File: src/sv/cra_pkg.sv
// Shared types and constants for the contiguous ring allocator.
// No dependencies; imported by cra_ctrl, cra_datapath and the top level.
`default_nettype none

package cra_pkg;

   // Fixed widths of the transaction fields
   localparam int FIELD_BITS = 16;

   // Defaults for the top-level parameters and the capacity register
   localparam int OFFSET_BITS_DEFAULT = 16;
   localparam int CAPACITY_RESET      = 65535;

   // Command codes
   localparam logic CMD_ALLOC   = 1'b0;
   localparam logic CMD_RELEASE = 1'b1;

   // Result status codes
   typedef enum logic [1:0] {
      ST_OK           = 2'd0,
      ST_BAD_LENGTH   = 2'd1,
      ST_NO_SPACE     = 2'd2,
      ST_LEN_MISMATCH = 2'd3
   } status_type;

   // Request transaction
   typedef struct packed {
      logic                  cmd;
      logic [FIELD_BITS-1:0] region_offset;
      logic [FIELD_BITS-1:0] length;
   } req_type;

   // Response transaction
   typedef struct packed {
      status_type            status;
      logic [FIELD_BITS-1:0] alloc_offset_out;
      logic [FIELD_BITS-1:0] used_bytes;
      logic                  unexpected_release_addr;
   } rsp_type;

   // Controller states
   typedef enum logic [2:0] {
      FSM_IDLE,
      FSM_CALC,
      FSM_REDUCE,
      FSM_DIV,
      FSM_COMMIT,
      FSM_DONE
   } fsm_type;

   // Controller to datapath commands
   typedef struct packed {
      logic load_req;
      logic calc;
      logic reduce;
      logic div_step;
      logic commit;
      logic load_rsp;
   } dp_cmd_type;

   // Datapath to controller status
   typedef struct packed {
      logic need_reduce;
      logic need_commit;
      logic quick;
      logic div_last;
   } dp_sts_type;

endpackage

`default_nettype wire

File: src/sv/cra_ctrl.sv
// Controller state machine of the contiguous ring allocator.
// Depends on cra_pkg; drives the datapath through dp_cmd_type commands.
`default_nettype none

module cra_ctrl import cra_pkg::*; (
   input  wire logic       clock,
   input  wire logic       reset,
   input  wire logic       req_valid,
   output logic            req_stall,
   output logic            rsp_valid,
   input  wire logic       rsp_stall,
   output dp_cmd_type      cmd,
   input  wire dp_sts_type sts
);

   fsm_type state_ff, state_in;
   logic    rsp_valid_ff, rsp_valid_in;

   // State and output valid registers
   always_ff @(posedge clock) begin
      if (reset) begin
         state_ff     <= FSM_IDLE;
         rsp_valid_ff <= 1'b0;
      end else begin
         state_ff     <= state_in;
         rsp_valid_ff <= rsp_valid_in;
      end
   end

   // Next state and commands
   always_comb begin
      state_in  = state_ff;
      cmd       = '0;
      req_stall = 1'b1;
      unique case (state_ff)
         FSM_IDLE: begin
            req_stall = 1'b0;
            if (req_valid) begin
               cmd.load_req = 1'b1;
               state_in     = FSM_CALC;
            end
         end
         FSM_CALC: begin
            cmd.calc = 1'b1;
            if (sts.need_reduce) begin
               state_in = FSM_REDUCE;
            end else if (sts.need_commit) begin
               state_in = FSM_COMMIT;
            end else begin
               state_in = FSM_DONE;
            end
         end
         FSM_REDUCE: begin
            cmd.reduce = 1'b1;
            state_in   = sts.quick ? FSM_COMMIT : FSM_DIV;
         end
         FSM_DIV: begin
            cmd.div_step = 1'b1;
            if (sts.div_last) begin
               state_in = FSM_COMMIT;
            end
         end
         FSM_COMMIT: begin
            cmd.commit = 1'b1;
            state_in   = FSM_DONE;
         end
         FSM_DONE: begin
            // output register free or emptied this cycle
            if (!rsp_valid_ff || !rsp_stall) begin
               cmd.load_rsp = 1'b1;
               state_in     = FSM_IDLE;
            end
         end
         default: state_in = FSM_IDLE;
      endcase
   end

   // Output valid: set on load, cleared when the transaction completes
   always_comb begin
      if (cmd.load_rsp) begin
         rsp_valid_in = 1'b1;
      end else if (!rsp_stall) begin
         rsp_valid_in = 1'b0;
      end else begin
         rsp_valid_in = rsp_valid_ff;
      end
   end

   assign rsp_valid = rsp_valid_ff;

`ifndef SYNTHESIS
   a_accept_to_calc: assert property (@(posedge clock) disable iff (reset)
      (req_valid && !req_stall) |=> (state_ff == FSM_CALC))
      else $error("accepted request did not start calculation");

   a_rsp_from_done: assert property (@(posedge clock) disable iff (reset)
      $rose(rsp_valid_ff) |-> ($past(state_ff) == FSM_DONE))
      else $error("response raised outside the done state");

   a_quick_skips_div: assert property (@(posedge clock) disable iff (reset)
      (state_ff == FSM_REDUCE && sts.quick) |=> (state_ff == FSM_COMMIT))
      else $error("quick reduction entered the remainder loop");
`endif

endmodule

`default_nettype wire

File: src/sv/cra_datapath.sv
// Datapath of the contiguous ring allocator: pointers, capacity, remainder unit.
// Depends on cra_pkg; sequenced by cra_ctrl through dp_cmd_type commands.
`default_nettype none

module cra_datapath import cra_pkg::*; #(
   parameter int OFFSET_BITS = OFFSET_BITS_DEFAULT
) (
   input  wire logic                  clock,
   input  wire logic                  reset,
   input  wire logic                  csr_wr_en,
   input  wire logic [FIELD_BITS-1:0] csr_wr_data,
   input  wire req_type               req_data,
   input  wire dp_cmd_type            cmd,
   output dp_sts_type                 sts,
   output rsp_type                    rsp_data
);

   localparam int W  = OFFSET_BITS;     // offset width
   localparam int P  = W + 1;           // pointer width, may hold the ring size
   localparam int S  = W + 2;           // signed free-space width
   localparam int D  = W + 2;           // remainder dividend width
   localparam int CW = $clog2(D);
   localparam logic [W-1:0] OFS_MAX = '1;

   // Allocator state
   logic [W-1:0] cap_ff, cap_in;
   logic [P-1:0] alloc_ptr_ff, alloc_ptr_in;
   logic [P-1:0] release_ptr_ff, release_ptr_in;
   logic [W-1:0] wrap_padding_ff, wrap_padding_in;

   // Working registers of one transaction
   logic         cmd_ff, cmd_in;
   logic [W-1:0] addr_ff, addr_in;
   logic [W-1:0] len_ff, len_in;
   logic [D-1:0] div_ff, div_in;
   logic [W-1:0] rem_ff, rem_in;
   logic [CW-1:0] cnt_ff, cnt_in;
   logic [P-1:0] nr_ff, nr_in;
   status_type   res_status_ff, res_status_in;
   logic [P-1:0] res_offset_ff, res_offset_in;
   logic         res_flag_ff, res_flag_in;
   rsp_type      rsp_ff, rsp_in;

   // Derived values
   logic [P-1:0]        ring;
   logic [P-1:0]        len_p;
   logic                wrapped;
   logic                len_bad;
   logic signed [S-1:0] len_s;
   logic signed [S-1:0] free1;
   logic signed [S-1:0] free2;
   logic [P-1:0]        base;
   logic                fits1;
   logic                fits2;
   logic [W-1:0]        pad_new;
   logic                over_release;
   logic [P-1:0]        sum;
   logic                sum_over;
   logic                mod_needed;
   logic [D-1:0]        dividend;
   logic [D-1:0]        ring_d;
   logic                quick;
   logic [D-1:0]        quick_rem;
   logic [P-1:0]        trial;
   logic [W-1:0]        rem_next;
   logic                in_gap;
   logic [S-1:0]        used_raw;
   logic [W-1:0]        used_sat;

   // Ring geometry and the allocate checks
   always_comb begin
      ring     = {1'b0, cap_ff} + P'(1);
      len_p    = P'(len_ff);
      len_s    = S'(len_ff);
      wrapped  = alloc_ptr_ff < release_ptr_ff;
      len_bad  = (len_p >= ring) || (cmd_ff == CMD_ALLOC && len_ff == '0);
      free1    = S'(ring) - S'(alloc_ptr_ff) - S'(release_ptr_ff == '0);
      fits1    = !wrapped && (free1 >= len_s);
      pad_new  = free1[S-1] ? '0 : free1[W-1:0];
      base     = wrapped ? alloc_ptr_ff : '0;
      free2    = S'(release_ptr_ff) - S'(base) - S'(1);
      fits2    = free2 >= len_s;
   end

   // Release end and its reduction modulo the ring size
   always_comb begin
      over_release = (alloc_ptr_ff - release_ptr_ff) < len_p;
      sum          = P'(addr_ff) + P'(len_ff);
      sum_over     = sum > ring;
      mod_needed   = wrapped || sum_over;
      dividend     = (sum_over && wrapped) ? D'(sum) + D'(wrap_padding_ff) : D'(sum);
      ring_d       = D'(ring);
      quick        = div_ff < (ring_d << 1);
      quick_rem    = (div_ff >= ring_d) ? div_ff - ring_d : div_ff;
      // one restoring remainder step: bring down the next dividend bit
      trial        = {rem_ff, div_ff[D-1]};
      rem_next     = (trial >= ring) ? W'(trial - ring) : W'(trial);
      in_gap       = (nr_ff > alloc_ptr_ff) && (nr_ff < release_ptr_ff);
   end

   // Bytes in use, saturated to the offset range
   always_comb begin
      if (wrapped) begin
         used_raw = S'(alloc_ptr_ff) + S'(ring) - S'(release_ptr_ff);
      end else begin
         used_raw = S'(alloc_ptr_ff) - S'(release_ptr_ff);
      end
      used_sat = (used_raw > S'(OFS_MAX)) ? OFS_MAX : W'(used_raw);
   end

   // Status to the controller, valid in the calculation step
   always_comb begin
      sts.need_reduce = 1'b0;
      sts.need_commit = 1'b0;
      if (cmd_ff == CMD_RELEASE && !len_bad && !(!wrapped && over_release)) begin
         sts.need_reduce = mod_needed;
         sts.need_commit = !mod_needed;
      end
      sts.quick    = quick;
      sts.div_last = (cnt_ff == '0);
   end

   // Next value of the allocator state
   always_comb begin
      cap_in          = cap_ff;
      alloc_ptr_in    = alloc_ptr_ff;
      release_ptr_in  = release_ptr_ff;
      wrap_padding_in = wrap_padding_ff;
      if (csr_wr_en) begin
         // new capacity re-creates an empty buffer
         cap_in          = W'(csr_wr_data);
         alloc_ptr_in    = '0;
         release_ptr_in  = '0;
         wrap_padding_in = '0;
      end else begin
         if (cmd.calc && cmd_ff == CMD_ALLOC && !len_bad) begin
            if (fits1) begin
               alloc_ptr_in = alloc_ptr_ff + len_p;
            end else if (fits2) begin
               alloc_ptr_in    = base + len_p;
               wrap_padding_in = wrapped ? wrap_padding_ff : pad_new;
            end
         end
         if (cmd.commit) begin
            if (!wrapped) begin
               release_ptr_in = nr_ff;
            end else if (!in_gap) begin
               // padding is spent once the release side passes the wrap
               if (nr_ff <= alloc_ptr_ff) begin
                  wrap_padding_in = '0;
               end
               release_ptr_in = nr_ff;
            end
         end
      end
   end

   // Next value of the working registers
   always_comb begin
      cmd_in        = cmd_ff;
      addr_in       = addr_ff;
      len_in        = len_ff;
      div_in        = div_ff;
      rem_in        = rem_ff;
      cnt_in        = cnt_ff;
      nr_in         = nr_ff;
      res_status_in = res_status_ff;
      res_offset_in = res_offset_ff;
      res_flag_in   = res_flag_ff;
      rsp_in        = rsp_ff;

      if (cmd.load_req) begin
         cmd_in  = req_data.cmd;
         addr_in = W'(req_data.region_offset);
         len_in  = W'(req_data.length);
      end

      if (cmd.calc) begin
         res_status_in = ST_OK;
         res_offset_in = '0;
         res_flag_in   = 1'b0;
         nr_in         = sum;
         div_in        = dividend;
         if (len_bad) begin
            res_status_in = ST_BAD_LENGTH;
         end else if (cmd_ff == CMD_ALLOC) begin
            if (fits1) begin
               res_offset_in = alloc_ptr_ff;
            end else if (fits2) begin
               res_offset_in = base;
            end else begin
               res_status_in = ST_NO_SPACE;
            end
         end else begin
            res_flag_in = (P'(addr_ff) != release_ptr_ff) && (addr_ff != '0);
            if (!wrapped && over_release) begin
               res_status_in = ST_LEN_MISMATCH;
            end
         end
      end

      // reduction: one subtract when the dividend is below twice the ring
      if (cmd.reduce) begin
         if (quick) begin
            nr_in = P'(quick_rem);
         end else begin
            rem_in = '0;
            cnt_in = CW'(D - 1);
         end
      end

      if (cmd.div_step) begin
         rem_in = rem_next;
         div_in = div_ff << 1;
         cnt_in = cnt_ff - CW'(1);
         nr_in  = P'(rem_next);
      end

      if (cmd.commit && wrapped && in_gap) begin
         res_status_in = ST_LEN_MISMATCH;
      end

      if (cmd.load_rsp) begin
         rsp_in.status                  = res_status_ff;
         rsp_in.alloc_offset_out        = FIELD_BITS'(res_offset_ff);
         rsp_in.used_bytes              = FIELD_BITS'(used_sat);
         rsp_in.unexpected_release_addr = res_flag_ff;
      end
   end

   // Allocator state registers
   always_ff @(posedge clock) begin
      if (reset) begin
         cap_ff          <= W'(CAPACITY_RESET);
         alloc_ptr_ff    <= '0;
         release_ptr_ff  <= '0;
         wrap_padding_ff <= '0;
      end else begin
         cap_ff          <= cap_in;
         alloc_ptr_ff    <= alloc_ptr_in;
         release_ptr_ff  <= release_ptr_in;
         wrap_padding_ff <= wrap_padding_in;
      end
   end

   // Working and payload registers
   always_ff @(posedge clock) begin
      cmd_ff        <= cmd_in;
      addr_ff       <= addr_in;
      len_ff        <= len_in;
      div_ff        <= div_in;
      rem_ff        <= rem_in;
      cnt_ff        <= cnt_in;
      nr_ff         <= nr_in;
      res_status_ff <= res_status_in;
      res_offset_ff <= res_offset_in;
      res_flag_ff   <= res_flag_in;
      rsp_ff        <= rsp_in;
   end

   assign rsp_data = rsp_ff;

`ifndef SYNTHESIS
   a_ptr_in_ring: assert property (@(posedge clock) disable iff (reset)
      (alloc_ptr_ff <= ring) && (release_ptr_ff <= ring))
      else $error("pointer beyond the ring size");

   a_pad_only_wrapped: assert property (@(posedge clock) disable iff (reset)
      (wrap_padding_ff != '0) |-> (alloc_ptr_ff < release_ptr_ff))
      else $error("wrap padding held while not wrapped");

   a_fail_no_offset: assert property (@(posedge clock) disable iff (reset)
      cmd.load_rsp |=> (rsp_ff.status == ST_OK || rsp_ff.alloc_offset_out == '0))
      else $error("failed transaction reports an offset");
`endif

endmodule

`default_nettype wire

File: src/sv/contiguous_ring_allocator.sv
// Top level of the contiguous ring allocator.
// Depends on cra_pkg, cra_ctrl and cra_datapath.
`default_nettype none

// Hands out contiguous regions of a ring of capacity+1 bytes and takes them
// back in FIFO order; offsets are relative to the buffer base. One request is
// worked on at a time, and a finished response waits in an output register so
// the next request can be taken meanwhile. Steps per request: allocates, and
// releases turned away before any pointer math (bad length, or more than is in
// use while not wrapped), go from the calculation step to the done state; a
// release whose end needs no reduction adds a commit step; a release reduced
// by one subtract adds a reduce step before the commit; any other release also
// runs the bit-serial remainder unit, which reduces the release end modulo the
// ring size one bit per cycle. A wrapped release whose end lands inside the
// live span is reported in the commit step, after the reduction. A finished
// request waits in the done state for as long as the previous response sits
// stalled in the output register.
// Writing the capacity register empties the buffer.
module contiguous_ring_allocator import cra_pkg::*; #(
   parameter int OFFSET_BITS = OFFSET_BITS_DEFAULT
) (
   input  wire logic                  clock,
   input  wire logic                  reset,
   // capacity register
   input  wire logic                  csr_wr_en,
   input  wire logic [FIELD_BITS-1:0] csr_wr_data,
   // request transactions
   input  wire logic                  req_valid,
   output logic                       req_stall,
   input  wire req_type               req_data,
   // response transactions
   output logic                       rsp_valid,
   input  wire logic                  rsp_stall,
   output rsp_type                    rsp_data
);

   dp_cmd_type dp_cmd;
   dp_sts_type dp_sts;

   // Sequencer
   cra_ctrl u_ctrl (
      .clock     (clock),
      .reset     (reset),
      .req_valid (req_valid),
      .req_stall (req_stall),
      .rsp_valid (rsp_valid),
      .rsp_stall (rsp_stall),
      .cmd       (dp_cmd),
      .sts       (dp_sts)
   );

   // Pointers, checks and remainder unit
   cra_datapath #(
      .OFFSET_BITS (OFFSET_BITS)
   ) u_datapath (
      .clock       (clock),
      .reset       (reset),
      .csr_wr_en   (csr_wr_en),
      .csr_wr_data (csr_wr_data),
      .req_data    (req_data),
      .cmd         (dp_cmd),
      .sts         (dp_sts),
      .rsp_data    (rsp_data)
   );

endmodule

`default_nettype wire

File: config.mk
export PLATFORM = sky130hd
export DESIGN_NAME = contiguous_ring_allocator
export DESIGN_NICKNAME = d
export VERILOG_FILES = /design/src/sv/cra_pkg.sv /design/src/sv/cra_ctrl.sv /design/src/sv/cra_datapath.sv /design/src/sv/contiguous_ring_allocator.sv
export SDC_FILE = /design/constraint.sdc
export NUM_CORES = 1
export LEC_CHECK = 0
export ABC_AREA = 0
export BUFFER_PORTS_ARGS = -buffer_cell sky130_fd_sc_hd__buf_2
export CAP_MARGIN = 5
export CORE_MARGIN = 2
export CORE_UTILIZATION = 58
export DETAILED_ROUTE_END_ITERATION = 10
export PLACE_DENSITY = 0.76
export SLEW_MARGIN = 25
export SYNTH_ARGS = -nofsm -noshare
export SYNTH_HDL_FRONTEND = slang
export SYNTH_SLANG_ARGS = --single-unit
File: constraint.sdc
create_clock -name clock -period 7.2 [get_ports clock]
set_input_delay 0.72 -clock clock [delete_from_list [all_inputs] [get_ports clock]]
set_output_delay 0.72 -clock clock [all_outputs]
set_load 0.03 [all_outputs]
* Yosys cells after proc, flatten, opt, wreduce, memory -nomap -nowiden *
Cells that the tools add are included.

cells by class
  bitwise logic cells = 1
  add/subtract/negate cells = 16
  equality and inequality tests = 12
  mux-type cells = 56
  reduce and logical (&&, ||, !) cells = 36
  order comparisons = 13

operators by type and width
  cell                   count
  $mux 16                16
  $mux 17                9
  $mux 18                4
  $ge 18x17->1           3
  $sub 17x17->18         3
  $add 17x16->17         2
  $gt 17x17->1           2
  $lt 17x17->1           2
  $sub 17x17->17         2
  $add 17x16->18         1
  $add 17x17->18         1
  $gt 18x16->1 const B   1
  $lt 18x18->1           1
  $pmux 3 s6             1
  $sub 18x1->18          1
  $sub 18x1->18 const B  1
  $sub 18x17->18         1
  $add 16x1->17 const B  1
  $add 16x16->17         1
  $ge 16x17->1           1
  $ge 17x17->1           1
  $le 17x17->1           1
  $logic_not 17->1       1
  $lt 17x16->1           1
  24 further kinds       76

storage, ports and cells
  output and inout bits = 37
  logic and storage cells = 156
  bits of input ports = 54
  register bits after elaboration = 213

* Logic depth before layout (Yosys ltp) *
  depth in word-level cells = 12
  depth in mapped cells = 37

* Hierarchy *
A second synthesis with hierarchy kept.

second synthesis, totals
  cells, all modules = 2189
  area, all modules = 19497.4 µm²

by module, submodules not included
  module        cells each  area an instance (µm²)  instances
  cra_datapath  2151        19185.9                 1
  cra_ctrl      38          311.5                   1

* Least setup slack after synthesis *
OpenSTA, ideal clock, no wires.

  path kind = register to register
  start point = register u_datapath.release_ptr_ff[8]
  end point = register u_datapath.alloc_ptr_ff[15]
  data arrival time = 6.931 ns
  setup time = 0.070 ns
  data required time = 7.130 ns
  path slack = 0.199 ns
  stages on the path, launching flop included = 33
  buffers on the path = 2
  path through = dfxtp_1 > nor4_1 > nand2_1 > nor4_1 > nand4_1 > fa_1 > fa_1 > nand2b_1 > a21oi_1 > a211oi_1 > or3_1 > a21oi_1 > xnor2_1 > ha_1 > and4_1 > a221oi_1 > o21ai_0 > a31oi_1 > o21ai_0 > o21ai_0 > and2_1 > clkbuf_1 > clkbuf_1 > nor2_1 > ha_1 > a2111o_1 > o21bai_1 > a311oi_1 > nor2_1 > o41ai_1 > xnor2_1 > nand3_1 > a21oi_1

between the ends
  cells in the longest elaborated chain, start to end = 7
  elaborated cells on any way between the ends = 15

RTL lines
  element                      RTL line             text
  from (decl)                  cra_datapath.sv:28   logic [P-1:0] release_ptr_ff, release_ptr_in;
  from (signal assigned)       cra_datapath.sv:241  release_ptr_ff <= release_ptr_in;
  $lt 17x17->1                 cra_datapath.sv:75   wrapped = alloc_ptr_ff < release_ptr_ff;
  $mux 17                      cra_datapath.sv:80   base = wrapped ? alloc_ptr_ff : '0;
  $sub 17x17->18               cra_datapath.sv:81   free2 = S'(release_ptr_ff) - S'(base) - S'(1);
  $sub 18x1->18                cra_datapath.sv:81
  $ge 18x17->1                 cra_datapath.sv:82   fits2 = free2 >= len_s;
  $reduce_bool 2->1 (no line)  --
  $reduce_and 2->1 (no line)   --
  to (signal assigned)         cra_datapath.sv:240  alloc_ptr_ff <= alloc_ptr_in;
  to (decl)                    cra_datapath.sv:27   logic [P-1:0] alloc_ptr_ff, alloc_ptr_in;

Several ways; a longest one is shown, not always the timed one. The select of a mux whose other input is x is not followed.
A chain may end at the register's enable or synchronous reset.

* Final worst setup path *
  start point = register u_datapath.cap_ff[1]
  end point = register u_datapath.alloc_ptr_ff[15]

between the ends
  cells in the longest elaborated chain, start to end = 7
  elaborated cells on any way between the ends = 12

RTL lines
  element                      RTL line             text
  from (decl)                  cra_datapath.sv:26   logic [W-1:0] cap_ff, cap_in;
  from (signal assigned)       cra_datapath.sv:234  cap_ff <= W'(CAPACITY_RESET);
  from (signal assigned)       cra_datapath.sv:239  cap_ff <= cap_in;
  $add 16x1->17 (*)            cra_datapath.sv:72   ring = {1'b0, cap_ff} + P'(1);
  $sub 17x17->18               cra_datapath.sv:77   free1 = S'(ring) - S'(alloc_ptr_ff) - S'(release_ptr_ff == '0);
  $sub 18x1->18                cra_datapath.sv:77
  $ge 18x17->1                 cra_datapath.sv:78   fits1 = !wrapped && (free1 >= len_s);
  $logic_and 1x1->1            cra_datapath.sv:78
  $reduce_bool 2->1 (no line)  --
  $reduce_and 2->1 (no line)   --

Every way passes the cells marked *; elsewhere a longest branch is shown, timed or not.

==> qor.csv <==
metric,value,unit
cp-end-kind,flip-flop,
via_count,18086,
slowest_stage,a2111o_1,
slowest_delay,0.44,ns
power_density,430,mW/mm2
finalCritPeriodShare,94.8,%
overflow,0,
setup_viol,0,
yosys.area_share.simple,14.9,%
yosysWarnings,0,
hold_viol,0,
clkLatencyLatePin,0.58,ns
postCtsSetupRepairBufs,0,
stdcell_area,0.0221,mm2
synth_ff_type,edfxtp_1,
status,"finished, final reports clean",
grt_max_degree,41,
syn-num-nets,2545,
path_clk_slew,0.06,ns
required,7.68,ns
crit_fanout,8,
synth_compound_area_share,21.8,%
ios,91,
drcViolationCount,0,
grtUsageTotal,38.7,%
post-route-util,67.6,%
dieArea,0.0349,mm2
hold_depth,1,
via_per_inst,6.44,
wl,68.4,mm
min_path_type,in -> reg,
ys_seq_area_share,28.4,%
core_region_area,0.0327,mm2
layout-drive-gt1-share,13.1,%
synth_cell_type_count,83,
cp_common_cell,ha_1,
peakVddDrop,261,uV
start_util,59.2,%
num_rows,66,
crit_buf_inv,3,
wl_per_cell,24.3,um
grt_pass1_wl,103,mm
ys_ff_latch,213,
die_w,187,um
grt_pass1_vias,17334,
gp_congestion,1.04,
dpl_cell_area,0.0210,mm2
numCtsBuffers,25,
setup_tns,0,ns
fin_worst_skew,0.0377,ns
holdPathEnd,u_datapath.len_ff[0],
synth-edff-count,123,
min_from,req_data[0],
reg2reg_depth,32,
syn_area,0.0194,mm2
drv_cap,0,
async_flop_share,0,%
antenna_found_initial,0,
syn2layout_area_growth,14.2,%
fin_crit,6.82,ns
dp_hpwl,53.5,mm
cts.path.max_buffers,3,
worstPathArrival,7.31,ns
power,9.50,mW
crit_type,reg -> reg,
maxSlewHeadroom,29.9,%
synthCells,2171,
final_nets,2723,
r2r-start,u_datapath.cap_ff[1],
synth_top_family_by_area,compound AO/OA/AOI/OAI gates,
p_leak,9.78,nW
timing.fmax,0.147,GHz
drt_iter0_markers,1981,
synthAdderAreaFrac,21.7,%
synth_area_per_cell,8.92,um2
antenna_left,0,
drv_slew,0,
rrSetupSlack,0.38,ns
yosys-mux-area-fraction,2.72,%
portBuffers,90,
reg2reg_to,u_datapath.alloc_ptr_ff[15],
tightestPinTransition,1.05,ns
die_y,187,um
firstDrtPassIters,7,
cp_top_family,compound AO/OA/AOI/OAI gates,
num_antenna_cells,0,
cts_tree,built,
clkSinkCount,213,
clock-root-buffer,clkbuf_16,
critPathLaunchType,flip-flop,
htree_num_levels,1,
synth_xor_area_share,6.38,%
==> logic make-up (layout without fill, tap and decap cells) <==
kind of cell    after synthesis  after routing
compound gates              645            645
fa+ha+maj                   320            320
xor+xnor                    141            141
buf+inv                     209            406
flops                       213            213
mux                          52             52
simple gates                591            591
==> sequential cells by signal (all words and copies together), names as in the netlist <==
name                        flops
u_datapath.nr_ff               17
u_datapath.res_status_ff        2
u_datapath.release_ptr_ff      17
u_datapath.len_ff              16
u_datapath.rsp_data            35
u_datapath.cmd_ff               1
u_datapath.res_flag_ff          1
u_datapath.div_ff              18
u_datapath.rem_ff              16
u_datapath.wrap_padding_ff     16
u_ctrl.rsp_valid                1
u_datapath.alloc_ptr_ff        17
u_datapath.res_offset_ff       16
u_datapath.cap_ff              16
u_ctrl.state_ff                 3
u_datapath.addr_ff             16
u_datapath.cnt_ff               5
==> per-layer routing <==
| metal | GRT usage (%) | vias up | share of wire (%) |
|---|---|---|---|
| met5 | 0 | - | 0 |
| met4 | 21.9 | 0 | 7.0 |
| met3 | 10.7 | 225 | 12 |
| met2 | 55.4 | 982 | 40 |
| met1 | 52.6 | 8494 | 41 |
| li1 | - | 8385 | - |
==> cell usage in the layout, fill, tap and decap left out, types with 84 or more instances in the layout <==
cell type	netlist	routed
xnor2_1	84	84
nand2_1	164	164
buf_4	1	107
inv_1	156	156
ha_1	294	293
buf_2	8	90
a21oi_1	180	172
o21ai_0	138	130
edfxtp_1	123	123
dfxtp_1	90	90
nor2_1	152	148
==> where the power goes <==
part / switching [mW] / internal, mW / leakage (nW)
clock: 0.553 / 0.809 / 0.421
sequential: 0.375 / 1.70 / 1.88
combinational: 3.64 / 2.42 / 7.48
==> worst max path at each step <==
stage	start	end	slack (ns)	cells past startpoint
after floorplan	u_datapath.release_ptr_ff[8]	u_datapath.alloc_ptr_ff[15]	0.20	32
after global placement	u_datapath.release_ptr_ff[8]	u_datapath.alloc_ptr_ff[16]	0.23	34
after detailed placement	u_datapath.release_ptr_ff[8]	u_datapath.alloc_ptr_ff[16]	0.05	34
after CTS	u_datapath.release_ptr_ff[8]	u_datapath.alloc_ptr_ff[15]	0.07	31
after global routing	u_datapath.cap_ff[1]	u_datapath.alloc_ptr_ff[16]	-0.008	35
final	u_datapath.cap_ff[1]	u_datapath.alloc_ptr_ff[15]	0.38	32
==> synth_stat cells (all sizes together) (20+ instances only) <==
master / number / area (um2)
nor4: 20 / 140
nand3: 56 / 280
o211ai: 35 / 263
a211oi: 31 / 245
nand2b: 27 / 169
ha: 294 / 3680
nor3: 36 / 191
xor2: 57 / 499
a21oi: 181 / 910
nand4: 37 / 246
mux2i: 47 / 470
nor2: 153 / 577
inv: 157 / 589
dfxtp: 90 / 1800
o21ai: 140 / 704
xnor2: 84 / 736
a21o: 78 / 586
and2: 25 / 156
clkbuf: 38 / 143
nand2: 164 / 616
fa: 26 / 521
o21a: 31 / 233
nor2b: 21 / 131
edfxtp: 123 / 3690
==> final cells by class <==
class                      count  area, um2
tap                          442        553
inverter                     158        593
clock buffer                  30        664
clock inverter                16        209
fill                        2723      10600
multi-input combinational   1749      13200
sequential                   213       5500
timing repair buffer         202       1360
==> timing repair <==
item,in CTS,in global routing
resized for setup,2,34
pin swaps,0,9
endpoints found under the setup margin,3,50
hold buffers,0,0
==> stage by stage <==
step	worst slack (ns)	std cells	hold slack [ns]
global placement	0.227	2761	0.402
finish	0.376	2810	0.340
CTS	0.0698	2807	0.332
detailed placement	0.0500	2761	0.405
global route	-0.00775	2810	0.327
floorplan	0.199	2171	0.400
Power figures use the tool's default switching activity.
